--- config.mk ---
export PLATFORM = sky130hd
export DESIGN_NAME = tsb_front_flat
export DESIGN_NICKNAME = d
export VERILOG_FILES = /design/src/rtl/core/tsb_pkg.sv /design/src/rtl/core/tsb_if.sv /design/src/rtl/core/tsb_front.sv /design/src/flat_wrapper.sv
export SDC_FILE = /design/constraint.sdc
export NUM_CORES = 1
export LEC_CHECK = 0
export ABC_AREA = 1
export BUFFER_PORTS_ARGS = -buffer_cell sky130_fd_sc_hd__buf_2
export CAP_MARGIN = 5
export CORE_AREA = 5 5 92 94
export CTS_BUF_LIST = sky130_fd_sc_hd__clkbuf_8
export DETAILED_ROUTE_END_ITERATION = 16
export DIE_AREA = 0 0 97 99
export PLACE_DENSITY = 0.79
export SYNTH_ARGS = -nofsm -noshare
export SYNTH_HDL_FRONTEND = slang
export SYNTH_SLANG_ARGS = --single-unit
--- constraint.sdc ---
create_clock -name clk -period 1.6 [get_ports clk]
set_clock_uncertainty 0.1 [all_clocks]
set_input_delay 0.08 -clock clk [delete_from_list [all_inputs] [get_ports clk]]
set_output_delay 0.08 -clock clk [all_outputs]
set_load 0.05 [all_outputs]
--- src/rtl/core/tsb_pkg.sv ---
// tsb_pkg: shared constants, types and helpers for the scrollback buffer
// used by every module of the block except tsb_ram; no dependencies
package tsb_pkg;

  localparam int LINES   = 512;
  localparam int COLUMNS = 256;
  localparam int LINE_W  = $clog2(LINES);
  localparam int COL_W   = $clog2(COLUMNS);
  localparam int CCOL_W  = COL_W + 1;
  localparam int ADDR_W  = LINE_W + COL_W;
  localparam int DEPTH   = LINES * COLUMNS;

  localparam int KIND_W  = 3;
  localparam int CHAR_W  = 8;
  localparam int RGB_W   = 24;
  localparam int ROW_FW  = 9;
  localparam int COL_FW  = 8;
  localparam int CCOL_FW = 9;
  localparam int ROWS_W  = 10;
  localparam int CFG_IDX_W = 2;
  localparam int SUM_W   = (LINE_W > ROWS_W ? LINE_W : ROWS_W) + 1;

  localparam logic [KIND_W-1:0] KIND_PUT   = 3'd0;
  localparam logic [KIND_W-1:0] KIND_UP    = 3'd1;
  localparam logic [KIND_W-1:0] KIND_DOWN  = 3'd2;
  localparam logic [KIND_W-1:0] KIND_READ  = 3'd3;
  localparam logic [KIND_W-1:0] KIND_SNAP  = 3'd4;
  localparam logic [KIND_W-1:0] KIND_CLEAR = 3'd5;

  localparam logic [CHAR_W-1:0] CH_NEWLINE   = 8'd10;
  localparam logic [CHAR_W-1:0] CH_RETURN    = 8'd13;
  localparam logic [CHAR_W-1:0] CH_BACKSPACE = 8'd8;
  localparam logic [CHAR_W-1:0] CH_SPACE     = 8'd32;

  localparam logic [CFG_IDX_W-1:0] REG_VISIBLE_ROWS = 2'd0;
  localparam logic [CFG_IDX_W-1:0] REG_BLANK_FG     = 2'd1;
  localparam logic [CFG_IDX_W-1:0] REG_BLANK_BG     = 2'd2;

  localparam logic [ROWS_W-1:0] VISIBLE_ROWS_RST = 10'd1;
  localparam logic [RGB_W-1:0]  BLANK_FG_RST     = 24'hCCDDFF;
  localparam logic [RGB_W-1:0]  BLANK_BG_RST     = 24'h050508;

  typedef enum logic [3:0] {
    OP_CHAR, OP_NEWLINE, OP_RETURN, OP_BACKSPACE, OP_UP, OP_DOWN,
    OP_READ, OP_SNAP, OP_CLEAR, OP_NOP
  } op_t;

  typedef struct packed {
    op_t               op;
    logic [CHAR_W-1:0] char_code;
    logic [RGB_W-1:0]  fg;
    logic [RGB_W-1:0]  bg;
    logic [ROW_FW-1:0] row;
    logic [COL_FW-1:0] col;
  } op_item_t;

  typedef struct packed {
    logic [ROWS_W-1:0] visible_rows;
    logic [RGB_W-1:0]  blank_fg;
    logic [RGB_W-1:0]  blank_bg;
  } cfg_t;

  typedef struct packed {
    logic init_busy;
  } back_status_t;

  typedef enum logic [2:0] {
    S_INIT, S_IDLE, S_EXEC, S_BLANK, S_WIPE, S_READ, S_DONE
  } state_t;

  // lowest view line that still shows the cursor line
  function automatic logic [LINE_W-1:0] view_bottom(input logic [LINE_W-1:0] line,
                                                    input logic [ROWS_W-1:0] rows);
    logic [SUM_W-1:0] r;
    logic [SUM_W-1:0] s;
    r = (rows == '0) ? SUM_W'(1) : SUM_W'(rows);
    s = SUM_W'(line) + SUM_W'(1);
    if (s <= r) return '0;
    return LINE_W'(s - r);
  endfunction

endpackage

--- src/rtl/core/tsb_if.sv ---
// tsb_if: valid/ready channels of the scrollback buffer (request, result, config)
// depends on tsb_pkg
interface tsb_req_if;
  import tsb_pkg::*;
  logic              valid;
  logic              ready;
  logic [KIND_W-1:0] kind;
  logic [CHAR_W-1:0] char_code;
  logic [RGB_W-1:0]  write_fg;
  logic [RGB_W-1:0]  write_bg;
  logic [ROW_FW-1:0] read_row;
  logic [COL_FW-1:0] read_col;
  modport source (output valid, kind, char_code, write_fg, write_bg, read_row, read_col,
                  input ready);
  modport sink (input valid, kind, char_code, write_fg, write_bg, read_row, read_col,
                output ready);
endinterface


interface tsb_cfg_if;
  import tsb_pkg::*;
  logic                 valid;
  logic                 ready;
  logic [CFG_IDX_W-1:0] idx;
  logic [RGB_W-1:0]     data;
  modport source (output valid, idx, data, input ready);
  modport sink (input valid, idx, data, output ready);
endinterface

--- src/rtl/core/tsb_front.sv ---
// tsb_front: accepts request items and config writes, decodes items into operations
// depends on tsb_pkg and tsb_if
module tsb_front (
  input  logic                  clk,
  input  logic                  rst,
  tsb_req_if.sink               req,
  tsb_cfg_if.sink               cfg,
  input  tsb_pkg::back_status_t status,
  input  logic                  q_full,
  output logic                  q_push,
  output tsb_pkg::op_item_t     q_item,
  output tsb_pkg::cfg_t         regs
);
  import tsb_pkg::*;

  op_t op;

  assign cfg.ready = 1'b1;

  always_ff @(posedge clk) begin
    if (rst) begin
      regs.visible_rows <= VISIBLE_ROWS_RST;
      regs.blank_fg     <= BLANK_FG_RST;
      regs.blank_bg     <= BLANK_BG_RST;
    end else if (cfg.valid) begin
      unique case (cfg.idx)
        REG_VISIBLE_ROWS: regs.visible_rows <= ROWS_W'(cfg.data);
        REG_BLANK_FG:     regs.blank_fg     <= cfg.data;
        REG_BLANK_BG:     regs.blank_bg     <= cfg.data;
        default: ;
      endcase
    end
  end

  always_comb begin
    op = OP_NOP;
    unique case (req.kind)
      KIND_PUT: begin
        priority if (req.char_code == CH_NEWLINE)   op = OP_NEWLINE;
        else if (req.char_code == CH_RETURN)        op = OP_RETURN;
        else if (req.char_code == CH_BACKSPACE)     op = OP_BACKSPACE;
        else                                        op = OP_CHAR;
      end
      KIND_UP:    op = OP_UP;
      KIND_DOWN:  op = OP_DOWN;
      KIND_READ:  op = OP_READ;
      KIND_SNAP:  op = OP_SNAP;
      KIND_CLEAR: op = OP_CLEAR;
      default:    op = OP_NOP;
    endcase
  end

  assign req.ready = !q_full && !status.init_busy;
  assign q_push    = req.valid && req.ready;

  always_comb begin
    q_item.op        = op;
    q_item.char_code = req.char_code;
    q_item.fg        = req.write_fg;
    q_item.bg        = req.write_bg;
    q_item.row       = req.read_row;
    q_item.col       = req.read_col;
  end
endmodule

--- src/flat_wrapper.sv ---
// flat-port wrapper written by rule: the top's interface ports become plain ports
module tsb_front_flat import tsb_pkg::*;
  (clk, rst, status, q_full, q_push, q_item, regs, req_valid, req_kind, req_char_code, req_write_fg, req_write_bg, req_read_row, req_read_col, req_ready, cfg_valid, cfg_idx, cfg_data, cfg_ready);
  tsb_req_if req_i ();
  tsb_cfg_if cfg_i ();
  input  logic clk;
  input  logic rst;
  input  tsb_pkg::back_status_t status;
  input  logic q_full;
  output logic q_push;
  output tsb_pkg::op_item_t q_item;
  output tsb_pkg::cfg_t regs;
  input wire logic [$bits(req_i.valid)-1:0] req_valid;
  input wire logic [$bits(req_i.kind)-1:0] req_kind;
  input wire logic [$bits(req_i.char_code)-1:0] req_char_code;
  input wire logic [$bits(req_i.write_fg)-1:0] req_write_fg;
  input wire logic [$bits(req_i.write_bg)-1:0] req_write_bg;
  input wire logic [$bits(req_i.read_row)-1:0] req_read_row;
  input wire logic [$bits(req_i.read_col)-1:0] req_read_col;
  output wire logic [$bits(req_i.ready)-1:0] req_ready;
  input wire logic [$bits(cfg_i.valid)-1:0] cfg_valid;
  input wire logic [$bits(cfg_i.idx)-1:0] cfg_idx;
  input wire logic [$bits(cfg_i.data)-1:0] cfg_data;
  output wire logic [$bits(cfg_i.ready)-1:0] cfg_ready;
  assign req_i.valid = req_valid;
  assign req_i.kind = req_kind;
  assign req_i.char_code = req_char_code;
  assign req_i.write_fg = req_write_fg;
  assign req_i.write_bg = req_write_bg;
  assign req_i.read_row = req_read_row;
  assign req_i.read_col = req_read_col;
  assign req_ready = req_i.ready;
  assign cfg_i.valid = cfg_valid;
  assign cfg_i.idx = cfg_idx;
  assign cfg_i.data = cfg_data;
  assign cfg_ready = cfg_i.ready;
  tsb_front u_core (.clk(clk), .rst(rst), .req(req_i), .cfg(cfg_i), .status(status), .q_full(q_full), .q_push(q_push), .q_item(q_item), .regs(regs));
endmodule
==> flow_metrics.py <==
metrics = {
    "status": {
        "status": "completed",
    },
    "critical_path": {
        "rrSetupSlack_ns": 0.90,
        "r2r-start": "u_core.regs[13]",
        "start_kind": "primary input",
        "arrival_ns": 1.50,
        "cp_max_fo": 24,
        "required_ns": 1.73,
        "ff2ff_path_depth": 2,
        "startpoint": "cfg_valid",
        "end_kind": "flip-flop",
        "r2r-end": "u_core.regs[13]",
        "critPathKind": "in2reg",
    },
    "layout": {
        "largestRegisters": "u_core.regs (58)",
        "largest_reg_flops": 58,
        "regMostFlops": "u_core.regs",
        "nets": 545,
        "syn_to_final_growth_pct": 21.7,
        "num_antenna_cells": 0,
        "utilization_pct": 44.0,
        "drive_gt1_share_pct": 32.6,
    },
    "clock_network": {
        "post_cts_buffers": 0,
        "root_buffer": "clkbuf_8",
        "clk_path_buf_depth": 2,
        "cts_sinks": 58,
        "htreeDepth": 3,
        "numCtsBuffers": 9,
        "postCtsHoldBufs": 25,
        "clk_pin_slew_ns": 0.07,
        "clk_latency_ns": 0.33,
        "cts.repair.resized": 0,
        "cts_tree": "done",
    },
    "routing": {
        "via_per_inst": 4.57,
        "via_count": 2487,
        "drt-pass1-iter-count": 4,
        "drtIter0Drc": 70,
        "avgRoutedWirePerCell_um": 13.5,
        "wirelength_um": 7340,
        "drc_errors": 0,
        "antenna_left": 0,
    },
    "timing": {
        "hold_violations": 0,
        "max_freq_ghz": 0.728,
        "period_share_pct": 85.9,
        "final_max_slew_viol_count": 0,
        "setup_viol": 0,
        "final.setup.tns_ns": 0,
        "grt_setup_unrepaired": "no",
        "layout_min_cycle_time_ns": 1.37,
    },
    "synth": {
        "synth-seq-cells": 58,
        "synth_area_sq_um": 2740,
        "seq_area_frac_synth_pct": 42.4,
        "syn_avg_cell_area_sq_um": 7.38,
        "synth_cell_types": 21,
        "yosys_warnings": 0,
        "syn_nets": 479,
        "synth_cells": 371,
    },
    "pwr": {
        "ir_worst_vdd_uv": 617,
        "power_density_nw_per_um2": 1160,
        "leakage_nw": 1.66,
    },
    "floorplan": {
        "coreArea_sq_um": 7570,
        "ioPinCount": 246,
        "die_area_sq_um": 9600,
        "fp.dieH_um": 99,
        "start_util_pct": 36.2,
        "rows": 32,
        "die_w_um": 97,
    },
    "grt": {
        "grt_pass1_vias": 2335,
        "grt_pass1_wl_um": 11700,
        "grt_remaining_overflow": 0,
        "antenna_found_initial": 0,
        "grtUsageTotal_pct": 15.1,
        "grt_max_degree": 59,
    },
    "min_path": {
        "hold_end": "u_core.regs[18]",
        "min_path_cells": 4,
        "min-delay-start": "cfg_idx[1]",
        "hold_class": "in2reg",
    },
    "place": {
        "gp_congestion": 0.819,
        "port_buffers": 114,
        "hpwl_um": 5030,
    },
    "flow_run": {
        "max-cap-violations": 0,
    },
}
-- placed cells by master, fill, tap and decap left out, types with 3 or more instances in the layout --
master | Yosys | routed
nand2_1 | 65 | 65
buf_4 | 78 | 4
dlygate4sd3_1 | 0 | 25
buf_2 | 5 | 114
inv_1 | 11 | 11
nand3_1 | 24 | 24
o21ai_0 | 36 | 36
inv_2 | 3 | 3
clkbuf_8 | 0 | 10
dfxtp_1 | 58 | 58
nor2_1 | 74 | 74
-- stage by stage --
| step | area (sq um) | cells | power [mW] | setup slack [ns] | hold slack (ns) |
|---|---|---|---|---|---|
| 2_1_floorplan | 2740 | 371 | 2.56 | 0.182 | 0.0932 |
| 3_3_place_gp | 2860 | 503 | 2.31 | 0.459 | 0.0603 |
| 3_5_place_dp | 2860 | 503 | 2.32 | 0.417 | 0.0603 |
| 4_1_cts | 3330 | 544 | 3.90 | 0.261 | 0.00948 |
| 5_1_grt | 3330 | 544 | 4.05 | 0.136 | 0.0261 |
| 6_report | 3330 | 544 | 3.86 | 0.226 | 0.0299 |
-- cells in the mapped netlist, drive strengths merged --
master,number,share of area [%]
nor3b,1,0.27
or2,1,0.23
dfxtp,58,42
nor2,75,11
o21ai,36,6.6
nor3,1,0.18
inv,14,1.9
clkbuf,6,0.87
a21oi,2,0.37
conb,1,0.14
clkinv,2,0.32
buf,83,22
nand2,66,9.1
nand3,25,4.8
-- area by class of cell --
class,count,area (sq um)
clock inverter,6,88.8
fill,766,4230
inverter,16,61.3
tap,102,128
timing repair buffer,144,871
clock buffer,10,138
sequential,58,1160
multi-input combinational,208,886
-- worst max-delay path by stage --
| stage | endpoint | slack, ns |
|---|---|---|
| 6_report | u_core.regs[40] | 0.23 |
| 5_1_grt | u_core.regs[37] | 0.14 |
| 4_1_cts | u_core.regs[40] | 0.26 |
| 3_5_place_dp | q_item[74] | 0.42 |
| 3_3_place_gp | q_item[74] | 0.46 |
| 2_1_floorplan | q_push | 0.18 |
-- logic make-up after synthesis --
kind of cell    count (synthesis)  synth area share, %
simple gates                  169                 25.1
flops                          58                 42.4
compound gates                 38                 6.94
other cells                     1                0.137
buf+inv                       105                 25.4
-- worst max-delay path, stage by stage --
cell	delay (ns)
dlygate4sd3_1	0.54
buf_2	0.14
inv_2	0.06
nor2_4	0.03
nand2_2	0.08
clkinv_2	0.30
nor2_1	0.20
nor2_1	0.06
-- where the power goes --
group,internal [mW],switching (mW),total [mW]
Combinational,0.219,0.556,0.775
Clock,0.921,0.608,1.53
Sequential,1.52,0.0400,1.56
-- layer usage --
layer  part of all wire, %  GRT usage [%]  vias to the layer above
met1                    38           15.9                     1121
met3                    10           7.22                       16
met5                     0              0                        -
met2                    50           25.7                      133
met4                   1.3           6.37                        0
li1                      -              -                     1217
Power figures use the tool's default switching activity.
