--- config.mk ---
export PLATFORM = sky130hd
export DESIGN_NAME = tsb_queue
export DESIGN_NICKNAME = d
export VERILOG_FILES = /design/src/rtl/core/tsb_pkg.sv /design/src/rtl/core/tsb_queue.sv
export SDC_FILE = /design/constraint.sdc
export NUM_CORES = 1
export LEC_CHECK = 0
export ABC_AREA = 1
export BUFFER_PORTS_ARGS = -buffer_cell sky130_fd_sc_hd__buf_4
export CORE_ASPECT_RATIO = 1.2
export CORE_MARGIN = 3
export CORE_UTILIZATION = 56
export DETAILED_ROUTE_END_ITERATION = 8
export HOLD_SLACK_MARGIN = 0.05
export PLACE_DENSITY_LB_ADDON = 0.15
export SKIP_LAST_GASP = 1
export SLEW_MARGIN = 15
export SYNTH_ARGS = -nofsm -noshare
export SYNTH_HDL_FRONTEND = slang
export SYNTH_SLANG_ARGS = --single-unit
--- constraint.sdc ---
create_clock -name clk -period 15.9 [get_ports clk]
set_input_delay 4.77 -clock clk [delete_from_list [all_inputs] [get_ports clk]]
set_output_delay 4.77 -clock clk [all_outputs]
set_load 0.01 [all_outputs]
--- src/rtl/core/tsb_pkg.sv ---
// tsb_pkg: shared constants, types and helpers for the scrollback buffer
// used by every module of the block except tsb_ram; no dependencies
package tsb_pkg;

  localparam int LINES   = 512;
  localparam int COLUMNS = 256;
  localparam int LINE_W  = $clog2(LINES);
  localparam int COL_W   = $clog2(COLUMNS);
  localparam int CCOL_W  = COL_W + 1;
  localparam int ADDR_W  = LINE_W + COL_W;
  localparam int DEPTH   = LINES * COLUMNS;

  localparam int KIND_W  = 3;
  localparam int CHAR_W  = 8;
  localparam int RGB_W   = 24;
  localparam int ROW_FW  = 9;
  localparam int COL_FW  = 8;
  localparam int CCOL_FW = 9;
  localparam int ROWS_W  = 10;
  localparam int CFG_IDX_W = 2;
  localparam int SUM_W   = (LINE_W > ROWS_W ? LINE_W : ROWS_W) + 1;

  localparam logic [KIND_W-1:0] KIND_PUT   = 3'd0;
  localparam logic [KIND_W-1:0] KIND_UP    = 3'd1;
  localparam logic [KIND_W-1:0] KIND_DOWN  = 3'd2;
  localparam logic [KIND_W-1:0] KIND_READ  = 3'd3;
  localparam logic [KIND_W-1:0] KIND_SNAP  = 3'd4;
  localparam logic [KIND_W-1:0] KIND_CLEAR = 3'd5;

  localparam logic [CHAR_W-1:0] CH_NEWLINE   = 8'd10;
  localparam logic [CHAR_W-1:0] CH_RETURN    = 8'd13;
  localparam logic [CHAR_W-1:0] CH_BACKSPACE = 8'd8;
  localparam logic [CHAR_W-1:0] CH_SPACE     = 8'd32;

  localparam logic [CFG_IDX_W-1:0] REG_VISIBLE_ROWS = 2'd0;
  localparam logic [CFG_IDX_W-1:0] REG_BLANK_FG     = 2'd1;
  localparam logic [CFG_IDX_W-1:0] REG_BLANK_BG     = 2'd2;

  localparam logic [ROWS_W-1:0] VISIBLE_ROWS_RST = 10'd1;
  localparam logic [RGB_W-1:0]  BLANK_FG_RST     = 24'hCCDDFF;
  localparam logic [RGB_W-1:0]  BLANK_BG_RST     = 24'h050508;

  typedef enum logic [3:0] {
    OP_CHAR, OP_NEWLINE, OP_RETURN, OP_BACKSPACE, OP_UP, OP_DOWN,
    OP_READ, OP_SNAP, OP_CLEAR, OP_NOP
  } op_t;

  typedef struct packed {
    op_t               op;
    logic [CHAR_W-1:0] char_code;
    logic [RGB_W-1:0]  fg;
    logic [RGB_W-1:0]  bg;
    logic [ROW_FW-1:0] row;
    logic [COL_FW-1:0] col;
  } op_item_t;

  typedef struct packed {
    logic [ROWS_W-1:0] visible_rows;
    logic [RGB_W-1:0]  blank_fg;
    logic [RGB_W-1:0]  blank_bg;
  } cfg_t;

  typedef struct packed {
    logic init_busy;
  } back_status_t;

  typedef enum logic [2:0] {
    S_INIT, S_IDLE, S_EXEC, S_BLANK, S_WIPE, S_READ, S_DONE
  } state_t;

  // lowest view line that still shows the cursor line
  function automatic logic [LINE_W-1:0] view_bottom(input logic [LINE_W-1:0] line,
                                                    input logic [ROWS_W-1:0] rows);
    logic [SUM_W-1:0] r;
    logic [SUM_W-1:0] s;
    r = (rows == '0) ? SUM_W'(1) : SUM_W'(rows);
    s = SUM_W'(line) + SUM_W'(1);
    if (s <= r) return '0;
    return LINE_W'(s - r);
  endfunction

endpackage

--- src/rtl/core/tsb_queue.sv ---
// tsb_queue: two-entry queue of decoded operations between front and back
// depends on tsb_pkg
module tsb_queue (
  input  logic              clk,
  input  logic              rst,
  input  logic              push,
  input  tsb_pkg::op_item_t push_item,
  input  logic              pop,
  output tsb_pkg::op_item_t head,
  output logic              empty,
  output logic              full
);
  import tsb_pkg::*;

  op_item_t   slots [2];
  logic       wr_ptr;
  logic       rd_ptr;
  logic [1:0] count;

  assign empty = (count == 2'd0);
  assign full  = (count == 2'd2);
  assign head  = slots[rd_ptr];

  always_ff @(posedge clk) begin
    if (push) begin
      slots[wr_ptr] <= push_item;
    end
  end

  always_ff @(posedge clk) begin
    if (rst) begin
      wr_ptr <= 1'b0;
      rd_ptr <= 1'b0;
      count  <= 2'd0;
    end else begin
      if (push) wr_ptr <= !wr_ptr;
      if (pop)  rd_ptr <= !rd_ptr;
      count <= count + 2'(push) - 2'(pop);
    end
  end
endmodule

==> results by group, run 1 <==
Run status
  – Status: complete, no violations

STA
  – Relative slew slack: 0.3117
  – Min cycle time layout: 7111 ps
  – Max-slew violations: 0
  – Setup violators final: 0
  – Unrepaired setup endpoints after global routing: no
  – WHS: 554.8 ps
  – Final Cycle Share: 0.4472
  – Final hold vios: 0
  – Highest Clock Rate: 140.6 MHz
  – Setup TNS: 0 ps
  – Worst clock skew: around 6.7 ps
  – Slew @ Worst Pin: between 1000 and 1500 ps

Route
  – 1st-pass router iterations: 4
  – DRT iter0 DRCs: 149
  – Routed Antenna Nets: 0
  – Vias per inst: 5.160
  – WL per Instance: 18.69 µm
  – WL final: 10880 µm
  – Vias: between 3k and 4k
  – Residual DRC: 0

Finish
  – Share of cells above drive strength 1: 0.5899
  – Final instance area: around 7800 µm²
  – Diode count: 0
  – Commonest non-fill, non-tap cell in the layout: buf_4
  – Multi-input logic area: 1081 µm²
  – Filler cell count: 579
  – # nets final: roughly 530
  – Most frequent cells in the layout: 162 x buf_4, 154 x edfxtp_1, 47 x mux2_2
  – Final non-filler cell total: 582
  – Reg area: 4728 µm²
  – P&R area growth vs syn: 32.19%

Die
  – Floorplan core area: 10160 µm²
  – Number of I/O pins: 160
  – Initial Util: 0.5823
  – Die footprint: 11840 µm²
  – FP Rows: 40
  – Die W: 99.83 µm
  – Die H: ~120 µm

Yosys
  – Post-synth top area share: 0.7817
  – Dominant cells by area after synthesis: edfxtp_1 78%, mux2_2 8.9%, mux2_4 7.6%, dfxtp_1 1.7%, buf_8 0.76%
  – Syn_nets: roughly 350
  – Synthesized area: 5916 µm²
  – Mapped Cells: 271
  – Syn_area_per_cell: 21.83 µm²
  – Seq cells post-synth: 159
  – Yosys warns: 0
  – Sequential-to-total area share from yosys stat: 0.7986
  – Cell taking the most area after synthesis: edfxtp_1
  – Synth cell types: 15

Job
  – Max Cap Violations: 0

Placement
  – PortBufs: around 160
  – Hpwl dp: a little over 7000 µm
  – DP Area: 7214 µm²
  – Number of instances in the placed design: 550
  – Gpl congestion: roughly 0.72

CTS
  – CTS tree: built
  – CTS sink cnt: 159
  – Post-CTS Hold Buffers: 0
  – Reg clk slew, reported paths: 60 ps
  – Clk Latency, worst-skew pair: a little over 400 ps
  – Post-CTS sizing: 0
  – CTS root buf: clkbuf_16
  – CTS Buf Count: 17
  – Worst-case clock buffer depth: 2
  – H-Tree Depth: 4
  – Post-CTS setup buffers: 0

Global route
  – Vias in the first global route: 3138
  – Grt ovf: 0
  – First-pass GRT wire length: between 15000 and 20000 µm
  – Largest net degree at the start of global routing: a little under 80
  – GRT Resource Usage Total: 0.1894
  – Initial antenna violation count: 0

Setup path
  – Worst setup EP type: output pin
  – Setup CP Type: reg2out
  – Crit start category: flip-flop
  – Worst EP required: between 10000 and 15000 ps
  – Worst EP arrival: 2340 ps
  – Crit-path max FO: 40
  – R2r worst-path depth: 3

Power
  – P_leak: 3.037 nW
  – Power per cell area: ~130 nW/µm²
  – VDD IR max: 0.0001017 V

Worst hold path
  – Hold depth: 2
  – Worst hold-check path type: reg2reg
==> synth_stat cells <==
| library cell | count |
|---|---|
| edfxtp_1 | 154 |
| mux2_2 | 47 |
| mux2_4 | 30 |
| inv_1 | 8 |
| nor2_1 | 8 |
| dfxtp_1 | 5 |
| buf_2 | 4 |
| nand2_1 | 4 |
| buf_8 | 3 |
| buf_6 | 2 |
| ha_1 | 2 |
| a21oi_1 | 1 |
| nand3_1 | 1 |
| nor3_1 | 1 |
| xnor2_1 | 1 |
==> report_power, final <==
part	internal, W	switching [W]	total (W)
Combinational	0.0000648	0.0000485	0.000113
Clock	0.000262	0.000149	0.000410
Sequential	0.000486	0.0000102	0.000496
Total	0.000812	0.000207	0.00102
==> path summary, 6_finish.rpt <==
check	startpoint	endpoint	slack, ps
setup / recovery	flip-flop	head[12]	8790
hold reg to reg	wr_ptr	wr_ptr	550
setup reg to reg	wr_ptr	slots[1][48]	14010
hold / removal	wr_ptr	wr_ptr	550
==> flip-flops by register name (all words and copies together), names as in the netlist, named ones only <==
register,cells
wr_ptr,1
rd_ptr,1
count,2
slots,154
==> worst max-delay path, stage by stage, from the launching register on <==
cell and delay, ps:
dfxtp_4 710, buf_4 610, mux2_2 410, buf_4 150
==> cell families (layout without fill, tap and decap cells) <==
kind of cell | after synthesis | after routing | share of synthesized area
DFF | 159 | 159 | 0.7986
muxes | 77 | 77 | 0.1656
buffers and inverters | 17 | 202 | 0.01988
and+or+nand+nor | 14 | 14 | 0.009304
adders and majority gates | 2 | 2 | 0.004229
AOI/OAI and AO/OA | 1 | 1 | 0.0008452
xor gates and xnor gates | 1 | 1 | 0.001481
==> area by class of cell <==
class,count,share of cell area
multi-input combinational,95,0.1382
timing repair buffer,162,0.1555
clock inverter,11,0.02112
clock buffer,21,0.05632
tap,126,0.02016
sequential,159,0.6046
inverter,8,0.004000
==> metal layers <==
metal | share of wire | track usage
met1 | 0.35 | 0.2094
met5 | 0 | 0
met2 | 0.54 | 0.3122
met4 | 0.022 | 0.08113
met3 | 0.088 | 0.08678
==> per-stage QoR <==
step / power [W] / utilization / setup WS (ps)
2_1_floorplan: 0.0005628 / - / 7349
3_3_place_gp: 0.0006154 / 0.7101 / 9226
3_5_place_dp: 0.0006196 / 0.7101 / 9207
4_1_cts: 0.001030 / 0.7697 / 8762
5_1_grt: 0.001056 / 0.7697 / 8657
6_report: 0.001020 / 0.7697 / 8789
(Power assumes the default switching activity.)
==> run 2, diff against run 1 <==
CORE_UTILIZATION = 52   (was 56)
clock period = 6.76 ns   (was 15.9 ns; I/O delays follow)
==> results by group, run 2 (synthesis results as in run 1) <==
Run status
  – Status: complete, no violations (unchanged)

STA
  – Min cycle time layout: 4358 ps
  – Slew @ Worst Pin: 718.2 ps (was 1032 ps)
  – Highest Clock Rate: 229.5 MHz
  – Final Cycle Share: 0.6446
  – Setup violators final: 0 (unchanged)
  – Max-slew violations: 0 (unchanged)
  – Unrepaired setup endpoints after global routing: no (unchanged)
  – Final hold vios: 0 (unchanged)
  – Worst clock skew: 4.725 ps (was 6.708 ps)
  – Relative slew slack: 0.5201 (was 0.3117)
  – Setup TNS: 0 ps (unchanged)

CTS
  – CTS tree: built (unchanged)
  – Post-CTS Hold Buffers: 0 (unchanged)
  – Clk Latency, worst-skew pair: 410 ps (about the same)
  – CTS root buf: clkbuf_16 (unchanged)
  – Reg clk slew, reported paths: 60 ps (about the same)
  – CTS sink cnt: 159 (unchanged)
  – Post-CTS sizing: 0 (unchanged)
  – Worst-case clock buffer depth: 2 (unchanged)
  – Post-CTS setup buffers: 0 (unchanged)
  – H-Tree Depth: 4 (unchanged)
  – CTS Buf Count: 17 (unchanged)

Die
  – FP Rows: 42 (was 40)
  – Initial Util: 0.5335 (was 0.5823)
  – Number of I/O pins: 160 (unchanged)
  – Die H: 122.8 µm (was 118.6 µm)
  – Die W: 103.4 µm (was 99.83 µm)
  – Floorplan core area: 11090 µm² (was 10160 µm²)
  – Die footprint: 12700 µm² (was 11840 µm²)

Global route
  – First-pass GRT wire length: 15290 µm (was 16440 µm)
  – Grt ovf: 0 (unchanged)
  – Largest net degree at the start of global routing: 48 (was 78)
  – GRT Resource Usage Total: 0.1652 (was 0.1894)
  – Vias in the first global route: 3145 (was 3138)
  – Initial antenna violation count: 0 (unchanged)

Setup path
  – RR Endpoint: slots[1][24] (was slots[1][48])
  – Reg2reg start: wr_ptr (unchanged)
  – Crit-path max FO: 47 (was 40)
  – CP max-delay cell: dfxtp_4 (unchanged)
  – Crit start category: flip-flop (unchanged)
  – Worst EP required: 4730 ps (was 11130 ps)
  – CP Cell Sequence: buf_4, mux2_2, buf_4 (unchanged)
  – Worst setup EP type: output pin (unchanged)
  – Most used cell, CP: buf_4 (unchanged)
  – Bufs and invs on worst path: 2 (unchanged)
  – R2r worst-path depth: 3 (unchanged)
  – R2R setup slack: 4830 ps (was 14010 ps)
  – Slowest Stage Delay on Critical Path: 700 ps (was 710 ps)
  – Worst EP arrival: 2330 ps (was 2340 ps)
  – Setup CP Type: reg2out (unchanged)
  – CP delay by family, top: buffers and inverters (unchanged)

Finish
  – Largest registers: slots: 154 flops, count: 2 flops (unchanged)
  – Final instance area: 7858 µm² (was 7820 µm²)
  – Top reg by flops: slots (unchanged)
  – Largest register FFs: 154 (unchanged)
  – Most frequent cells in the layout: 163 x buf_4, 154 x edfxtp_1, 47 x mux2_2 (was 162 x buf_4, 154 x edfxtp_1, 47 x mux2_2)
  – Share of cells above drive strength 1: 0.5934 (was 0.5899)
  – P&R area growth vs syn: 32.83% (was 32.19%)
  – Diode count: 0 (unchanged)
  – Commonest non-fill, non-tap cell in the layout: buf_4 (unchanged)
  – # nets final: 527 (was 526)

Route
  – Routed Antenna Nets: 0 (unchanged)
  – Top Layer Used: met4 (unchanged)
  – Vias: 2973 (was 3003)
  – DRT iter0 DRCs: 90 (was 149)
  – 1st-pass router iterations: 6 (was 4)
  – WL final: 10180 µm (was 10880 µm)
  – WL met3: 628 µm (was 960 µm)
  – Residual DRC: 0 (unchanged)
  – Vias per inst: 4.882 (was 5.160)
  – Routed wl met2: 5492 µm (was 5847 µm)
  – WL per Instance: 16.71 µm (was 18.69 µm)
  – M1 WL: 3887 µm (was 3824 µm)

Power
  – Seq pwr share: 0.487 (was 0.486)
  – Comb power frac: 0.112 (was 0.111)
  – VDD IR max: 0.0001774 V (was 0.0001017 V)
  – Clk pwr share: 0.402 (about the same)
  – Sw power: 0.0004838 W (was 0.0002073 W)
  – Pint: 0.001907 W (was 0.0008122 W)
  – Switching portion of total power: 0.2024 (was 0.2033)
  – Power per cell area: 304.2 nW/µm² (was 130.4 nW/µm²)
  – P_leak: 3.036 nW (was 3.037 nW)

Worst hold path
  – Hold Crit Endpoint: rd_ptr (was wr_ptr)
  – Hold Crit Start: rd_ptr (was wr_ptr)
  – Worst hold-check path type: reg2reg (unchanged)
  – Hold depth: 2 (unchanged)

Placement
  – PortBufs: 159 (unchanged)
  – Gpl congestion: 0.7244 (was 0.7226)
  – Hpwl dp: 6631 µm (was 7175 µm)
  – DP Area: 7257 µm² (was 7214 µm²)

Job
  – Max Cap Violations: 0 (unchanged)
## run 2: changes by cell type in the layout (fill, tap and decap cells not counted)
cell        change
buf_4           +1
clkinv_2        -1
clkbuf_1        -2
clkinvlp_4      +1
## run 2: tightest hold or removal path: cells and delay by family (launching register included)
| kind | cells | cell delay, ps |
|---|---|---|
| xor+xnor | 1 | 80 |
| simple gates | 1 | 80 |
| flops | 1 | 320 |
## run 2: layout make-up
class,instances,area (µm²)
Tap cell,154,192.7
Clock inverter,11,167.7
Inverter,8,31.28
Clock buffer,19,432.9
Fill cell,745,3231
Sequential cell,159,4728
Multi-Input combinational cell,95,1081
Timing Repair Buffer,163,1224
## run 2: through the flow
step	std cells	hold slack, ps	total power (W)	util	setup slack, ps
after floorplan	271	479.9	0.001324	-	950.9
after global placement	579	499.2	0.001448	0.6545	2785
after detailed placement	579	515.0	0.001456	0.6545	2782
after CTS	609	529.8	0.002419	0.7086	2332
after global routing	609	571.3	0.002479	0.7086	2277
final	609	524.8	0.002390	0.7086	2402
## run 2: power by group through the flow
| stage | combinational (W) | clock (W) | sequential, W |
|---|---|---|---|
| after CTS | 0.000272 | 0.000982 | 0.00116 |
| after detailed placement | 0.000271 | 0 | 0.00118 |
| after global placement | 0.000267 | 0 | 0.00118 |
| final | 0.000267 | 0.000960 | 0.00116 |
| after floorplan | 0.000149 | 0 | 0.00118 |
| after global routing | 0.000288 | 0.00102 | 0.00117 |
## run 2: worst max-delay path by stage
stage	from	endpoint	slack, ps	cells past startpoint
floorplan	push	slots[0][0]	950	2
global placement	flip-flop	head[76]	2790	3
detailed placement	flip-flop	head[6]	2780	3
CTS	flip-flop	head[32]	2330	3
global route	flip-flop	head[35]	2280	3
finish	flip-flop	head[76]	2400	3
## run 2: routing by layer
| layer | up-vias | global-route usage |
|---|---|---|
| li1 | 1399 | - |
| met1 | 1456 | 0.1936 |
| met2 | 104 | 0.2711 |
| met3 | 14 | 0.06765 |
| met4 | 0 | 0.06154 |
| met5 | - | 0 |
